--- config.mk ---
export PLATFORM = sky130hd
export DESIGN_NAME = lru_node_cache_tags_core
export DESIGN_NICKNAME = d
export VERILOG_FILES = /design/src/lnc_pkg.sv /design/src/lnc_tag_ram.sv /design/src/lnc_scan_unit.sv /design/src/lru_node_cache_tags_core.sv
export SDC_FILE = /design/constraint.sdc
export NUM_CORES = 1
export LEC_CHECK = 0
export BUFFER_PORTS_ARGS = -buffer_cell sky130_fd_sc_hd__buf_4
export CORE_UTILIZATION = 30
export DETAILED_ROUTE_END_ITERATION = 8
export PLACE_DENSITY_LB_ADDON = 0.15
export SLEW_MARGIN = 0
export SYNTH_ARGS = -nofsm -noshare
export SYNTH_HDL_FRONTEND = slang
export SYNTH_SLANG_ARGS = --single-unit
export TNS_END_PERCENT = 5
--- constraint.sdc ---
create_clock -name clk -period 4.65 [get_ports clk]
set_clock_uncertainty 0.1 [all_clocks]
set_input_delay 0.93 -clock clk [delete_from_list [all_inputs] [get_ports clk]]
set_output_delay 0.93 -clock clk [all_outputs]
set_load 0.1 [all_outputs]
--- src/lnc_pkg.sv ---
// Package for the node cache tag store: sizes, request kinds, result word
// and the structs passed between the sequencer and the scan unit.
// No dependencies.
package lnc_pkg;

  localparam int SLOTS      = 16;
  localparam int SLOT_W     = $clog2(SLOTS);
  localparam int CNT_W      = $clog2(SLOTS + 1);
  localparam int ID_W       = 31;
  localparam int KIND_W     = 2;
  localparam int OUT_SLOT_W = 4;

  localparam logic [KIND_W-1:0] KIND_FETCH  = 2'd0;
  localparam logic [KIND_W-1:0] KIND_CREATE = 2'd1;
  localparam logic [KIND_W-1:0] KIND_MARK   = 2'd2;
  localparam logic [KIND_W-1:0] KIND_FLUSH  = 2'd3;

  typedef logic [SLOT_W-1:0] slot_t;
  typedef logic [SLOT_W-1:0] rank_t;
  typedef logic [CNT_W-1:0]  cnt_t;
  typedef logic [ID_W-1:0]   id_t;

  typedef struct packed {
    logic                  hit;
    logic [OUT_SLOT_W-1:0] slot;
    logic                  read_from_store;
    logic                  clear_entry;
    logic                  write_back;
    id_t                   write_id;
    logic [OUT_SLOT_W-1:0] write_slot;
    logic                  null_ref;
    logic                  last;
  } res_t;

  typedef struct packed {
    logic  start;
    logic  step;
    slot_t idx;
    logic  slot_valid;
    rank_t slot_rank;
  } scan_ctl_t;

  typedef struct packed {
    logic  hit;
    slot_t hit_slot;
    logic  free_found;
    slot_t free_slot;
    slot_t min_slot;
  } scan_res_t;

endpackage

--- src/lnc_tag_ram.sv ---
// Node number store, one entry per slot, one write and one registered read
// port. Depends on lnc_pkg for sizes.
module lnc_tag_ram (
  input  logic          clk,
  input  logic          we,
  input  lnc_pkg::slot_t waddr,
  input  lnc_pkg::id_t   wdata,
  input  lnc_pkg::slot_t raddr,
  output lnc_pkg::id_t   rdata
);

  lnc_pkg::id_t mem [lnc_pkg::SLOTS];
  lnc_pkg::id_t rdata_r;

  always_ff @(posedge clk) begin
    if (we) begin
      mem[waddr] <= wdata;
    end
    rdata_r <= mem[raddr];
  end

  assign rdata = rdata_r;

endmodule

--- src/lnc_scan_unit.sv ---
// Shared compare unit: takes one slot per step and keeps the first match,
// the first free slot and the least recent slot. Depends on lnc_pkg.
module lnc_scan_unit (
  input  logic                clk,
  input  logic                rst_n,
  input  lnc_pkg::scan_ctl_t  ctl,
  input  lnc_pkg::id_t        node,
  input  lnc_pkg::id_t        target,
  output lnc_pkg::scan_res_t  res
);

  logic           hit_r, hit_nxt;
  lnc_pkg::slot_t hit_slot_r, hit_slot_nxt;
  logic           free_r, free_nxt;
  lnc_pkg::slot_t free_slot_r, free_slot_nxt;
  lnc_pkg::rank_t min_rank_r, min_rank_nxt;
  lnc_pkg::slot_t min_slot_r, min_slot_nxt;

  always_comb begin
    hit_nxt       = hit_r;
    hit_slot_nxt  = hit_slot_r;
    free_nxt      = free_r;
    free_slot_nxt = free_slot_r;
    min_rank_nxt  = min_rank_r;
    min_slot_nxt  = min_slot_r;
    if (ctl.start) begin
      hit_nxt  = 1'b0;
      free_nxt = 1'b0;
    end else if (ctl.step) begin
      if (ctl.slot_valid && node == target && !hit_r) begin
        hit_nxt      = 1'b1;
        hit_slot_nxt = ctl.idx;
      end
      if (!ctl.slot_valid && !free_r) begin
        free_nxt      = 1'b1;
        free_slot_nxt = ctl.idx;
      end
      if (ctl.idx == '0 || ctl.slot_rank < min_rank_r) begin
        min_rank_nxt = ctl.slot_rank;
        min_slot_nxt = ctl.idx;
      end
    end
  end

  always_ff @(posedge clk) begin
    if (!rst_n) begin
      hit_r  <= 1'b0;
      free_r <= 1'b0;
    end else begin
      hit_r  <= hit_nxt;
      free_r <= free_nxt;
    end
    hit_slot_r  <= hit_slot_nxt;
    free_slot_r <= free_slot_nxt;
    min_rank_r  <= min_rank_nxt;
    min_slot_r  <= min_slot_nxt;
  end

  assign res.hit        = hit_r;
  assign res.hit_slot   = hit_slot_r;
  assign res.free_found = free_r;
  assign res.free_slot  = free_slot_r;
  assign res.min_slot   = min_slot_r;

endmodule

--- src/lru_node_cache_tags_core.sv ---
// Top level of the node cache tag store: request sequencer, valid, dirty
// and recency state, output register. Depends on lnc_pkg, lnc_tag_ram and
// lnc_scan_unit.
//
// Fetch, create and mark-dirty requests scan every slot through one shared
// compare unit, one slot per cycle. On a hit or mark-dirty the result word
// is built in the decide state and enters the output register from the emit
// state, and the next request can be taken in the cycle after. A miss first
// passes a victim read state, reading the victim's node number from the tag
// memory. A null node id skips the scan: its word is built at accept and
// goes straight to the emit state. A flush emits one word per slot, each
// through a memory read, build and emit step; after the last word is loaded
// the next request can be taken in the cycle after. The emit step waits
// while the output stalls with a word still held.
// The input stalls until the last result word of a request is in the output
// register; that word may still wait there while the next request is taken.
module lru_node_cache_tags_core (
  input  logic        clk,
  input  logic        rst_n,
  input  logic        in_valid,
  output logic        in_stall,
  input  logic [1:0]  in_kind,
  input  logic [31:0] in_node_id,
  output logic        out_valid,
  input  logic        out_stall,
  output logic        out_hit,
  output logic [3:0]  out_slot,
  output logic        out_read_from_store,
  output logic        out_clear_entry,
  output logic        out_write_back,
  output logic [30:0] out_write_id,
  output logic [3:0]  out_write_slot,
  output logic        out_null_ref,
  output logic        out_last
);

  localparam logic [2:0] S_IDLE   = 3'd0;
  localparam logic [2:0] S_SCAN   = 3'd1;
  localparam logic [2:0] S_DEC    = 3'd2;
  localparam logic [2:0] S_VRD    = 3'd3;
  localparam logic [2:0] S_EMIT   = 3'd4;
  localparam logic [2:0] S_FL_RD  = 3'd5;
  localparam logic [2:0] S_FL_OUT = 3'd6;

  logic [2:0]                  state_r, state_nxt;
  lnc_pkg::cnt_t               cnt_r, cnt_nxt;
  logic [lnc_pkg::KIND_W-1:0]  kind_r, kind_nxt;
  lnc_pkg::id_t                id_r, id_nxt;
  lnc_pkg::slot_t              vic_r, vic_nxt;
  logic                        step_r, step_nxt;
  lnc_pkg::slot_t              step_idx_r, step_idx_nxt;
  logic [lnc_pkg::SLOTS-1:0]   valid_r, valid_nxt;
  logic [lnc_pkg::SLOTS-1:0]   dirty_r, dirty_nxt;
  lnc_pkg::rank_t              rank_r [lnc_pkg::SLOTS];
  lnc_pkg::rank_t              rank_nxt [lnc_pkg::SLOTS];
  lnc_pkg::cnt_t               vcount_r, vcount_nxt;
  lnc_pkg::res_t               res_r, res_nxt;
  lnc_pkg::res_t               out_r, out_nxt;
  logic                        out_valid_r, out_valid_nxt;

  logic                        out_free;
  logic                        touch_en;
  lnc_pkg::slot_t              touch_s;
  lnc_pkg::cnt_t               others;
  lnc_pkg::slot_t              victim;
  logic                        wb;
  logic                        ram_we;
  lnc_pkg::slot_t              ram_raddr;
  lnc_pkg::id_t                ram_rdata;
  lnc_pkg::scan_ctl_t          sctl;
  lnc_pkg::scan_res_t          sres;

  lnc_tag_ram u_ram (
    .clk   (clk),
    .we    (ram_we),
    .waddr (vic_r),
    .wdata (id_r),
    .raddr (ram_raddr),
    .rdata (ram_rdata)
  );

  assign sctl.start      = (state_r == S_IDLE) && in_valid;
  assign sctl.step       = step_r;
  assign sctl.idx        = step_idx_r;
  assign sctl.slot_valid = valid_r[step_idx_r];
  assign sctl.slot_rank  = rank_r[step_idx_r];

  lnc_scan_unit u_scan (
    .clk    (clk),
    .rst_n  (rst_n),
    .ctl    (sctl),
    .node   (ram_rdata),
    .target (id_r),
    .res    (sres)
  );

  assign out_free = !out_valid_r || !out_stall;
  assign victim   = sres.free_found ? sres.free_slot : sres.min_slot;
  assign wb       = valid_r[vic_r] && dirty_r[vic_r];
  assign others   = vcount_r - lnc_pkg::cnt_t'(valid_r[touch_s]);

  always_comb begin
    state_nxt     = state_r;
    cnt_nxt       = cnt_r;
    kind_nxt      = kind_r;
    id_nxt        = id_r;
    vic_nxt       = vic_r;
    step_nxt      = 1'b0;
    step_idx_nxt  = step_idx_r;
    valid_nxt     = valid_r;
    dirty_nxt     = dirty_r;
    vcount_nxt    = vcount_r;
    res_nxt       = res_r;
    out_nxt       = out_r;
    out_valid_nxt = out_valid_r;
    touch_en      = 1'b0;
    touch_s       = vic_r;
    ram_we        = 1'b0;
    ram_raddr     = cnt_r[lnc_pkg::SLOT_W-1:0];

    if (out_valid_r && !out_stall) begin
      out_valid_nxt = 1'b0;
    end

    unique case (state_r)
      S_IDLE: begin
        if (in_valid) begin
          kind_nxt = in_kind;
          id_nxt   = in_node_id[lnc_pkg::ID_W-1:0];
          cnt_nxt  = '0;
          if (in_kind == lnc_pkg::KIND_FLUSH) begin
            state_nxt = S_FL_RD;
          end else if (in_node_id[31]) begin
            res_nxt          = '0;
            res_nxt.null_ref = (in_kind != lnc_pkg::KIND_MARK);
            res_nxt.last     = 1'b1;
            state_nxt        = S_EMIT;
          end else begin
            state_nxt = S_SCAN;
          end
        end
      end
      S_SCAN: begin
        if (cnt_r < lnc_pkg::cnt_t'(lnc_pkg::SLOTS)) begin
          step_nxt     = 1'b1;
          step_idx_nxt = cnt_r[lnc_pkg::SLOT_W-1:0];
          cnt_nxt      = cnt_r + lnc_pkg::cnt_t'(1);
        end else begin
          state_nxt = S_DEC;
        end
      end
      S_DEC: begin
        res_nxt      = '0;
        res_nxt.last = 1'b1;
        if (kind_r == lnc_pkg::KIND_MARK) begin
          if (sres.hit) begin
            dirty_nxt[sres.hit_slot] = 1'b1;
            res_nxt.hit              = 1'b1;
            res_nxt.slot             = lnc_pkg::OUT_SLOT_W'(sres.hit_slot);
          end
          state_nxt = S_EMIT;
        end else if (sres.hit) begin
          touch_en    = 1'b1;
          touch_s     = sres.hit_slot;
          if (kind_r == lnc_pkg::KIND_CREATE) begin
            dirty_nxt[sres.hit_slot] = 1'b1;
          end
          res_nxt.hit         = 1'b1;
          res_nxt.slot        = lnc_pkg::OUT_SLOT_W'(sres.hit_slot);
          res_nxt.clear_entry = (kind_r == lnc_pkg::KIND_CREATE);
          state_nxt           = S_EMIT;
        end else begin
          vic_nxt   = victim;
          ram_raddr = victim;
          state_nxt = S_VRD;
        end
      end
      S_VRD: begin
        touch_en                = 1'b1;
        touch_s                 = vic_r;
        dirty_nxt[vic_r]        = (kind_r == lnc_pkg::KIND_CREATE);
        ram_we                  = 1'b1;
        res_nxt                 = '0;
        res_nxt.slot            = lnc_pkg::OUT_SLOT_W'(vic_r);
        res_nxt.read_from_store = (kind_r == lnc_pkg::KIND_FETCH);
        res_nxt.clear_entry     = (kind_r == lnc_pkg::KIND_CREATE);
        res_nxt.write_back      = wb;
        res_nxt.write_id        = wb ? ram_rdata : '0;
        res_nxt.write_slot      = wb ? lnc_pkg::OUT_SLOT_W'(vic_r) : '0;
        res_nxt.last            = 1'b1;
        state_nxt               = S_EMIT;
      end
      S_FL_RD: begin
        state_nxt = S_FL_OUT;
      end
      S_FL_OUT: begin
        res_nxt      = '0;
        res_nxt.slot = lnc_pkg::OUT_SLOT_W'(cnt_r[lnc_pkg::SLOT_W-1:0]);
        if (valid_r[cnt_r[lnc_pkg::SLOT_W-1:0]] && dirty_r[cnt_r[lnc_pkg::SLOT_W-1:0]]) begin
          res_nxt.write_back = 1'b1;
          res_nxt.write_id   = ram_rdata;
          res_nxt.write_slot = lnc_pkg::OUT_SLOT_W'(cnt_r[lnc_pkg::SLOT_W-1:0]);
        end
        dirty_nxt[cnt_r[lnc_pkg::SLOT_W-1:0]] = 1'b0;
        res_nxt.last = (cnt_r == lnc_pkg::cnt_t'(lnc_pkg::SLOTS - 1));
        state_nxt    = S_EMIT;
      end
      S_EMIT: begin
        if (out_free) begin
          out_nxt       = res_r;
          out_valid_nxt = 1'b1;
          if (kind_r == lnc_pkg::KIND_FLUSH && !res_r.last) begin
            cnt_nxt   = cnt_r + lnc_pkg::cnt_t'(1);
            state_nxt = S_FL_RD;
          end else begin
            state_nxt = S_IDLE;
          end
        end
      end
      default: begin
        state_nxt = S_IDLE;
      end
    endcase

    for (int i = 0; i < lnc_pkg::SLOTS; i++) begin
      rank_nxt[i] = rank_r[i];
      if (touch_en) begin
        if (lnc_pkg::slot_t'(i) == touch_s) begin
          rank_nxt[i] = others[lnc_pkg::SLOT_W-1:0];
        end else if (valid_r[i] && valid_r[touch_s] && rank_r[i] > rank_r[touch_s]) begin
          rank_nxt[i] = rank_r[i] - lnc_pkg::rank_t'(1);
        end
      end
    end
    if (touch_en && !valid_r[touch_s]) begin
      valid_nxt[touch_s] = 1'b1;
      vcount_nxt         = vcount_r + lnc_pkg::cnt_t'(1);
    end
  end

  always_ff @(posedge clk) begin
    if (!rst_n) begin
      state_r     <= S_IDLE;
      cnt_r       <= '0;
      step_r      <= 1'b0;
      valid_r     <= '0;
      dirty_r     <= '0;
      vcount_r    <= '0;
      out_valid_r <= 1'b0;
      for (int i = 0; i < lnc_pkg::SLOTS; i++) begin
        rank_r[i] <= '0;
      end
    end else begin
      state_r     <= state_nxt;
      cnt_r       <= cnt_nxt;
      step_r      <= step_nxt;
      valid_r     <= valid_nxt;
      dirty_r     <= dirty_nxt;
      vcount_r    <= vcount_nxt;
      out_valid_r <= out_valid_nxt;
      for (int i = 0; i < lnc_pkg::SLOTS; i++) begin
        rank_r[i] <= rank_nxt[i];
      end
    end
    kind_r     <= kind_nxt;
    id_r       <= id_nxt;
    vic_r      <= vic_nxt;
    step_idx_r <= step_idx_nxt;
    res_r      <= res_nxt;
    out_r      <= out_nxt;
  end

  assign in_stall            = (state_r != S_IDLE);
  assign out_valid           = out_valid_r;
  assign out_hit             = out_r.hit;
  assign out_slot            = out_r.slot;
  assign out_read_from_store = out_r.read_from_store;
  assign out_clear_entry     = out_r.clear_entry;
  assign out_write_back      = out_r.write_back;
  assign out_write_id        = out_r.write_id;
  assign out_write_slot      = out_r.write_slot;
  assign out_null_ref        = out_r.null_ref;
  assign out_last            = out_r.last;

endmodule
### Word-level counts from Yosys, hierarchy flattened

Memory sizes are Yosys's and may differ from the RTL's. A register that Yosys moved wholly into a read port is not among the register bits.
Index checks and enable logic that the tools add are counted.

* input port bits: 38
* logic and storage cells: 356
* bits in registers: 196
* memories: 2
* bits in writable memories: 560

* eq/ne operators: 37
* add/sub/neg operators: 19
* $lt $le $gt $ge: 27
* reduce and logical (&&, ||, !) cells: 78
* bitwise operators: 24
* mux-type cells: 134

Memories
* u_ram.mem: depth 16, width 31, read ports 1, clocked after memory_dff 1, write ports 1, RTL line lnc_tag_ram.sv:12 `lnc_pkg::id_t mem [lnc_pkg::SLOTS];`
* rank_r: depth 16, width 4, read ports 18, clocked after memory_dff 1, write ports 16, RTL line lru_node_cache_tags_core.sv:54 `lnc_pkg::rank_t rank_r [lnc_pkg::SLOTS];`

Operators with widths (number)
* $mux W4: 73
* $pmux W45 S4: 1
* $mux W45: 3
* $gt A4 B4 Y1: 16
* $mux W16: 4
* $sub A4 B1 Y4 const B: 16
* $pmux W16 S3: 1
* $logic_and A1 B1 Y1: 45
* $mux W36: 1
* $eq A4 B4 Y1 const A: 8
* $or A16 B16 Y16: 2
* $eq A31 B31 Y1: 1
* $mux W31: 1
* $lt A4 B5 Y1 const B: 5
* $mux W5: 5
* $bmux W1 S4: 6
* $mux W3: 8
* $mux W1: 23
* $pmux W3 S6: 1
* $reduce_and A3 Y1: 6
* $and A16 B16 Y16: 1
* $bwmux W16: 1
* $demux W1 S4: 4
* $eq A3 B4 Y1 const A: 4
* 32 further kinds: 83

### Longest topological paths before layout

Gate-level depths: netlist of the first run.

* depth in word-level cells: 11
* depth in mapped cells: 18
* gate-level depth less buffers: 15

### Hierarchy

From an unflattened synthesis of the first run, not the netlist that was laid out.

* cells, all modules: 2345
* area, all modules: 34632.0 µm²

By module, submodules not included
* lnc_tag_ram: cells each 812, seq. area each 15514.9 µm², area each 19248.5 µm², instances 1
* lru_node_cache_tags_core: cells each 1449, seq. area each 6216.0 µm², area each 14360.0 µm², instances 1
* lnc_scan_unit: cells each 84, seq. area each 520.5 µm², area each 1023.5 µm², instances 1

### Least setup slack after synthesis of the first run

OpenSTA, ideal clock, no wires.

* path type: input-to-reg
* start point: input port in_valid
* end point: register res_r[0] (netlist bit), enable pin
* slack: -0.324 ns
* stages: 3
* setup time: 0.510 ns
* arrival time: 4.364 ns
* data required time: 4.040 ns
* cell sequence: nor2b_1 -> a31oi_1 -> o21ai_0

* cells in the longest elaborated chain, start to end: 2

Ends and longest elaborated chain
* start: declaration: RTL line lru_node_cache_tags_core.sv:20 `input logic in_valid,`
* $ne A2 B2 Y1 (no line)
* $reduce_and A4 Y1 (no line)
* end signal: assignment: RTL line lru_node_cache_tags_core.sv:269 `res_r <= res_nxt;`
* end: declaration: RTL line lru_node_cache_tags_core.sv:57 `lnc_pkg::res_t res_r, res_nxt;`

No other way between the ends.
A chain may end at the register's enable or synchronous reset.

==> results.ini, run 1 <==
[timing]
fin_ws_ns = 0.280
setup-tns-final_ns = 0
max-slew-margin-rel = 0.305
finalCritPeriodShare = 0.940
worst_pin_slew_ns = 1.04
setup_viol = 0
fin_crit_ns = 4.37
slew_viol_final = 0
finalHoldViolCount = 0
holdWs_ns = 0.314
fmax_ghz = 0.229
rsz0062_at_grt = no

[clock_network]
htree_num_levels = 3
cts.reportedPaths.clkPinSlew_ns = 0.06
cts_buffers = 90
cts_tree = yes
ctsResizeCount = 0
cts.sinks = 790
clk_root_buffer_cell = clkbuf_16
hold_buffers = 0
clkLatencyLatePin_ns = 0.68
clk_path_buf_depth = 3
cts_setup_buffers = 0

[drt]
antenna_left = 0
drt_iter0_drc = 1623
drc = 0
viasPerCell = 5.28
num_vias = 21500
drtPass1Iterations = 6
wl_um = 99600
post_drt_wl_per_cell_um = 24.4

[synthesis]
syn_inst = 2349
ys_ff_latch = 790
synth_edf_count = 643
syn-num-nets = 2482
synth_cell_types = 56
avgSynthCellArea_um2 = 14.7
netlist_area_um2 = 34600
synth-seq-area-share = 0.644
synth_warnings = 0
async_flop_share = 0
synth_ff_type = edfxtp_1

[floorplanning]
die_x_um = 341
initial_utilization = 0.303
core-area_um2 = 114000
design.die.area_um2 = 117000
num_io_pins = 85
fp.dieH_um = 341
rows = 124

[flow_run]
cap_violations = 0

[finish]
num_antenna_cells = 0
fin_nets = 2623
regArea_um2 = 22300
final_util = 0.355
n_fill_cell = 11000
syn2layout_area_growth_pct = 17.2
drive_gt1_frac = 0.198
multi_input_area_um2 = 11700

[setup_path]
worst_ep_required_time_ns = 5.12
crit_fanout = 18
cp_slowest_cell = dfxtp_1
arrival_ns = 4.84
crit_chain = nand4bb_1, inv_1, buf_4, a21oi_1, nor2_1, buf_4, o22ai_1, o21ai_0, and4_1, buf_4, ha_1, nor2b_1, o21a_1, o21a_1, o2111ai_1, o21a_1, mux2i_1
max_stage_delay_ns = 0.58
crit_path_start_kind = flip-flop
crit_path_end_kind = flip-flop
crit_type = reg -> reg

[placement]
dp_hpwl_um = 62400
numPortBuffers = 84
gp_congestion = 0.859
pre_cts_ws_ns = 0.307

[worst_hold_path]
hold_class = reg -> reg

[global_routing]
antenna_found_initial = 2
grt_overflow = 0
grt_pass1_vias = 21900
grt_start_max_net_pins = 87
grt_pass1_wl_um = 147000
grtUsageTotal = 0.170

[power_and_ir_drop]
leakagePower_nw = 13.9
peakVddDrop_mv = 0.277
power_density_nw_per_um2 = 517

[outcome]
status = finished clean

==> power breakdown <==
| group | internal, mW | switching [mW] | leakage (nW) |
|---|---|---|---|
| Sequential | 8.66 | 0.607 | 7.04 |
| Clock | 3.85 | 2.92 | 1.37 |
| Combinational | 1.83 | 3.08 | 5.49 |
| Total | 14.3 | 6.61 | 13.9 |
==> cell usage in the layout (no fill, tap or decap), types with 11 or more instances in the layout <==
master and count:
clkinv_2 14, o2111ai_1 16, xnor2_1 30, a211oi_1 62
a22oi_1 14, o21a_1 51, o31ai_1 17, nor2_1 61
clkinv_1 12, nor3_1 72, or3_1 20, nand4_1 28
mux2_2 12, buf_12 17, buf_4 158, a21oi_1 53
inv_1 71, or2_2 13, a31oi_1 11, mux2i_1 73
and2_1 55, mux4_2 153, nor2b_1 58, nand2b_1 13
nand3_1 69, o211ai_1 13, edfxtp_1 643, clkbuf_16 90
clkbuf_1 33, dfxtp_1 147, nand2_1 136, nor2_4 12
o21ai_0 66, ha_1 95, o22ai_1 84
==> critical path, delay by kind of cell (launching register included) <==
| family | cells | cell delay (ns) |
|---|---|---|
| AND/OR/NAND/NOR | 4 | 0.90 |
| multiplexers | 1 | 0.20 |
| adder cells (fa/ha/maj) | 1 | 0.15 |
| flip-flops | 1 | 0.58 |
| AO/OA/AOI/OAI | 7 | 1.46 |
| buffers and inverters | 4 | 0.85 |
==> cells by family after synthesis <==
logic type      share of synthesized area
buf+inv                            0.0228
compound gates                     0.0802
flops                               0.644
xor+xnor                          0.00912
fa+ha+maj                          0.0344
simple gates                       0.0837
mux                                 0.126
==> metrics by stage <==
step | power [mW] | cell area, µm² | cells
finish | 20.9 | 40500 | 4077
detailed placement | 14.4 | 37700 | 3910
global route | 21.9 | 40500 | 4077
global placement | 14.4 | 37700 | 3910
CTS | 21.3 | 40500 | 4077
floorplan | 12.7 | 34600 | 2349
==> flip-flops by register name, summed over array words and instances, names as in the netlist, 16 cells and up, named ones only <==
name	flops
out_write_id	31
id_r	31
valid_r	16
rank_r	64
res_r	45
u_ram.rdata	31
dirty_r	16
u_ram.mem	496
==> layer usage <==
metal	global-route usage	part of all wire	wire length (µm)
met2	0.288	0.49	48700
met5	0	0	0
met1	0.226	0.44	43800
met4	0.0486	0.022	2220
met3	0.0236	0.049	4830
==> path summary, 6_finish.rpt <==
| path | from | end | slack (ns) | cells past startpoint |
|---|---|---|---|---|
| max reg2reg | state_r[1] | rank_r[2][1] | 0.28 | 17 |
| min reg2reg | res_r[10] | out_write_id[4] | 0.31 | 0 |
| max | state_r[1] | rank_r[2][1] | 0.28 | 17 |
| min | res_r[10] | out_write_id[4] | 0.31 | 0 |
==> area by class of cell <==
cell class / instances / area share
inverters: 74 / 0.00686
flip-flops and latches: 790 / 0.550
well taps: 1512 / 0.0467
clock inverters: 37 / 0.00859
multi-input cells: 1359 / 0.290
repair buffers: 175 / 0.0377
clock buffers: 130 / 0.0611
==> synthesized netlist by cell type, types with 30 or more instances <==
library cell / n / area share
clkbuf_1: 91 / 0.0099
nor2b_1: 58 / 0.011
o22ai_1: 84 / 0.015
o21a_1: 51 / 0.011
o21ai_0: 67 / 0.0097
nand2_1: 136 / 0.015
ha_1: 95 / 0.034
mux2i_1: 77 / 0.022
nor2_1: 73 / 0.0079
and2_1: 55 / 0.010
mux4_2: 153 / 0.10
inv_1: 72 / 0.0078
a21oi_1: 54 / 0.0078
nor3_1: 76 / 0.011
xnor2_1: 30 / 0.0076
nand3_1: 69 / 0.010
edfxtp_1: 643 / 0.56
dfxtp_1: 147 / 0.085
a211oi_1: 62 / 0.013
(Power assumes the default switching activity.)
==> run 2, diff against run 1 <==
--- a/config.mk
+++ b/config.mk
@@ -8,6 +8,7 @@
 export BUFFER_PORTS_ARGS = -buffer_cell sky130_fd_sc_hd__buf_4
 export CORE_UTILIZATION = 30
 export DETAILED_ROUTE_END_ITERATION = 8
+export MAX_ROUTING_LAYER = met4
 export PLACE_DENSITY_LB_ADDON = 0.15
 export SLEW_MARGIN = 0
 export SYNTH_ARGS = -nofsm -noshare
==> results.ini, run 2 (synthesis results as in run 1) <==
[drt]
wl_um = 100000
post_drt_wl_per_cell_um = 24.6
drt_iter0_drc = 1718
viasPerCell = 5.24
drtPass1Iterations = 5
num_vias = 21400
antenna_left = 0
drc = 0

[setup_path]
r2r-start = state_r[1]
r2r_setup_slack_ns = 0.25
crit_family = compound AO/OA/AOI/OAI gates
arrival_ns = 4.87
rr_worst_depth = 14
crit_chain = nand4bb_1, inv_1, nand2_2, mux2_2, o22ai_1, o21ai_0, nand4_1, buf_4, ha_1, o21a_1, o21a_1, o2111ai_1, o21a_1, mux2i_1
r2r-end = rank_r[3][1]
crit_fanout = 18
crit_type = reg -> reg
cp_slowest_cell = dfxtp_1
crit_path_start_kind = flip-flop
path_buf_inv = 2
cpMostUsedCell = o21a_1
worst_ep_required_time_ns = 5.12
crit_path_end_kind = flip-flop
max_stage_delay_ns = 0.59

[outcome]
status = finished clean

[clock_network]
cts.reportedPaths.clkPinSlew_ns = 0.06
hold_buffers = 0
cts_buffers = 89
clkLatencyLatePin_ns = 0.68
cts_setup_buffers = 0
cts_tree = yes
ctsResizeCount = 0
clk_root_buffer_cell = clkbuf_16
htree_num_levels = 3
clk_path_buf_depth = 3
cts.sinks = 790

[worst_hold_path]
hold_depth = 0
hold_start = res_r[14]
hold_class = reg -> reg
hold_end = out_write_id[8]

[placement]
gp_congestion = 0.877
dp_hpwl_um = 63900
placed_cell_area_um2 = 37800
numPortBuffers = 84
dp.cells = 3918

[finish]
finalNonFillerCells = 4084
final_common_cell = edfxtp_1
largestRegisters = u_ram.mem x496, rank_r x64, res_r x45
largest_reg_flops = 496
drive_gt1_frac = 0.206
regMostFlops = u_ram.mem
fin_nets = 2630
stdcell_area_um2 = 40700
most-common-layout-cells = edfxtp_1 (643), buf_4 (161), mux4_2 (153), dfxtp_1 (147), nand2_1 (136)
syn2layout_area_growth_pct = 17.9
num_antenna_cells = 0

[timing]
worst_pin_slew_ns = 1.04
setup_viol = 0
setup-tns-final_ns = 0
max-slew-margin-rel = 0.310
rsz0062_at_grt = no
finalCritPeriodShare = 0.946
fmax_ghz = 0.227
finalHoldViolCount = 0
slew_viol_final = 0
fin_crit_ns = 4.40

[power_and_ir_drop]
peakVddDrop_mv = 0.298
leakagePower_nw = 14.0
power_density_nw_per_um2 = 521
finalPower_mw = 21.2

[flow_run]
cap_violations = 0

[floorplanning]
num_io_pins = 85
core-area_um2 = 114000
design.die.area_um2 = 117000
initial_utilization = 0.303
fp.dieH_um = 341
die_x_um = 341
rows = 124

[global_routing]
grt_start_max_net_pins = 81
grt_pass1_vias = 21900
grtUsageTotal = 0.177
antenna_found_initial = 3
grt_pass1_wl_um = 148000
grt_overflow = 0

==> run 2: worst max path at each step <==
stage	from	to	slack, ns	cells after the start
2_1_floorplan	kind_r[0]	rank_r[13][1]	0.06	17
3_3_place_gp	kind_r[0]	rank_r[14][1]	0.29	16
3_5_place_dp	kind_r[0]	rank_r[14][1]	0.12	16
4_1_cts	kind_r[0]	rank_r[14][1]	0.07	16
5_1_grt	kind_r[0]	rank_r[8][1]	0.008	16
6_report	state_r[1]	rank_r[3][1]	0.25	14
==> run 2: layout make-up <==
type	instances	area, µm²
Fill cell	11000	73400
Sequential cell	790	22300
Multi-Input combinational cell	1359	11700
Clock buffer	113	2380
Tap cell	1512	1890
Timing Repair Buffer	183	1650
Clock inverter	53	558
Inverter	74	278
==> run 2: through the flow <==
step	utilization	worst slack (ns)	hold slack (ns)
2_1_floorplan	-	0.0641	0.300
3_3_place_gp	0.331	0.285	0.302
3_5_place_dp	0.331	0.118	0.305
4_1_cts	0.357	0.0679	0.271
5_1_grt	0.357	0.00809	0.281
6_report	0.357	0.250	0.317
==> run 2: where the power goes <==
part           internal (mW)  total [mW]  switching, mW
registers               8.65        9.27          0.614
clock network           4.05        7.03           2.98
logic                   1.86        4.94           3.08
==> run 2: metal layers <==
metal  GRT usage  share of wire
met1       0.232           0.45
met2       0.288           0.49
met3      0.0252          0.041
met4      0.0421          0.019
met5           -              0
==> run 3, diff against run 2 <==
--- a/config.mk
+++ b/config.mk
@@ -7,6 +7,7 @@
 export LEC_CHECK = 0
 export BUFFER_PORTS_ARGS = -buffer_cell sky130_fd_sc_hd__buf_4
 export CORE_UTILIZATION = 30
+export CTS_BUF_LIST = sky130_fd_sc_hd__clkbuf_8
 export DETAILED_ROUTE_END_ITERATION = 8
 export MAX_ROUTING_LAYER = met4
 export PLACE_DENSITY_LB_ADDON = 0.15
==> results.ini, run 3 (synthesis results as in run 1) <==
[outcome]
status = finished clean

[timing]
max-slew-margin-rel = 0.298
rsz0062_at_grt = no
finalHoldViolCount = 0
finalCritPeriodShare = 0.945
setup-tns-final_ns = 0
fin_crit_ns = 4.39
fmax_ghz = 0.228
setup_viol = 0
fin_ws_ns = 0.257
worst_pin_slew_ns = 1.05
slew_viol_final = 0

[clock_network]
cts_buffers = 141
clk_root_buffer_cell = clkbuf_8
cts.reportedPaths.clkPinSlew_ns = 0.06
hold_buffers = 0
clk_path_buf_depth = 3
clkLatencyLatePin_ns = 0.81
cts.sinks = 790
htree_num_levels = 4
cts_tree = yes

[finish]
fin_nets = 2682
regMostFlops = u_ram.mem
n_fill_cell = 11000
largestRegisters = u_ram.mem x496, rank_r x64, res_r x45
most-common-layout-cells = edfxtp_1 (643), clkbuf_8 (164), buf_4 (161), mux4_2 (153), dfxtp_1 (147)
syn2layout_area_growth_pct = 17.2
largest_reg_flops = 496
finalNonFillerCells = 4173
final_common_cell = edfxtp_1
drive_gt1_frac = 0.215

[setup_path]
critPathLaunch = state_r[1]
r2r-end = rank_r[14][1]
cp-endpoint = rank_r[14][1]
r2r-start = state_r[1]
arrival_ns = 5.00
crit_chain = nand4bb_1, inv_1, nand2_2, mux2_2, o22ai_1, o21ai_0, and4_2, buf_4, ha_1, nor2b_1, o21a_1, o21a_1, o2111ai_1, o22a_1, mux2i_1
r2r_setup_slack_ns = 0.26
cp_slowest_cell = dfxtp_1
max_stage_delay_ns = 0.57
crit_path_start_kind = flip-flop
crit_fanout = 18
crit_family = compound AO/OA/AOI/OAI gates
rr_worst_depth = 15
cp.depth = 15
crit_type = reg -> reg
crit_path_end_kind = flip-flop
worst_ep_required_time_ns = 5.26
cpMostUsedCell = o21a_1
path_buf_inv = 2

[placement]
pre_cts_ws_ns = 0.118
dp.cells = 3918
dp_hpwl_um = 63900
numPortBuffers = 84
gp_congestion = 0.877

[drt]
num_vias = 21600
drc = 0
post_drt_wl_per_cell_um = 24.2
wl_um = 101000
viasPerCell = 5.17
antenna_left = 0
drtPass1Iterations = 5
drt_iter0_drc = 1767

[floorplanning]
fp.dieH_um = 341
initial_utilization = 0.303
design.die.area_um2 = 117000
rows = 124
die_x_um = 341
num_io_pins = 85
core-area_um2 = 114000

[global_routing]
grt_pass1_vias = 22400
grt_overflow = 0
antenna_found_initial = 4
grtUsageTotal = 0.178
grt_start_max_net_pins = 81
grt_pass1_wl_um = 149000

[power_and_ir_drop]
leakagePower_nw = 14.2
finalPower_mw = 20.4
power_density_nw_per_um2 = 503
peakVddDrop_mv = 0.258

[flow_run]
cap_violations = 0

[worst_hold_path]
hold_class = in -> reg

## run 3: cell count changes in the layout (fill, tap and decap cells not counted), sizes merged
cell | before | now
inv | 75 | 136
clkinvlp | 5 | 2
clkbuf | 113 | 164
clkinv | 40 | 25
diode | 0 | 1
bufinv | 7 | 1
## run 3: through the flow
| stage | utilization | hold WS, ns | area [µm²] |
|---|---|---|---|
| 6_report | 0.355 | 0.214 | 40500 |
| 4_1_cts | 0.355 | 0.115 | 40500 |
| 5_1_grt | 0.355 | 0.144 | 40500 |
| 2_1_floorplan | - | 0.300 | 34600 |
| 3_5_place_dp | 0.331 | 0.305 | 37800 |
| 3_3_place_gp | 0.331 | 0.302 | 37800 |
## run 3: layout make-up
type                            count  area, µm²  share of cell area
Sequential cell                   790      22300               0.550
Inverter                           74        278             0.00686
Multi-Input combinational cell   1359      11700               0.290
Antenna cell                        1       2.50           0.0000618
Clock inverter                     90        434              0.0107
Tap cell                         1512       1890              0.0467
Timing Repair Buffer              183       1650              0.0407
Clock buffer                      164       2260              0.0557
## run 3: per-layer routing
layer | global-route usage | wire (µm) | up-vias
met5 | - | 0 | -
met4 | 0.0544 | 2210 | 0
met3 | 0.0269 | 4350 | 175
met2 | 0.287 | 49200 | 639
met1 | 0.231 | 45100 | 11100
li1 | - | - | 9695
## run 3: timing repair
item                       4_1_cts  5_1_grt
setup endpoints to repair        0       25
buffers inserted                 0        0
gates resized for setup          0        3
## run 3: worst min path at each step
| stage | slack, ns | cells after the start | to | start |
|---|---|---|---|---|
| 2_1_floorplan | 0.30 | 0 | out_clear_entry | res_r[38] |
| 3_3_place_gp | 0.30 | 0 | out_write_id[25] | res_r[31] |
| 3_5_place_dp | 0.31 | 0 | out_write_back | res_r[37] |
| 4_1_cts | 0.11 | 1 | id_r[27] | in_node_id[27] |
| 5_1_grt | 0.14 | 1 | id_r[21] | in_node_id[21] |
| 6_report | 0.21 | 1 | id_r[15] | in_node_id[15] |
## run 3: power breakdown
group	leakage, nW	total (mW)	switching, mW	internal (mW)
sequential	7.04	9.27	0.610	8.66
combinational	5.56	4.94	3.08	1.86
clock	1.58	6.17	2.90	3.27
total	14.2	20.4	6.59	13.8
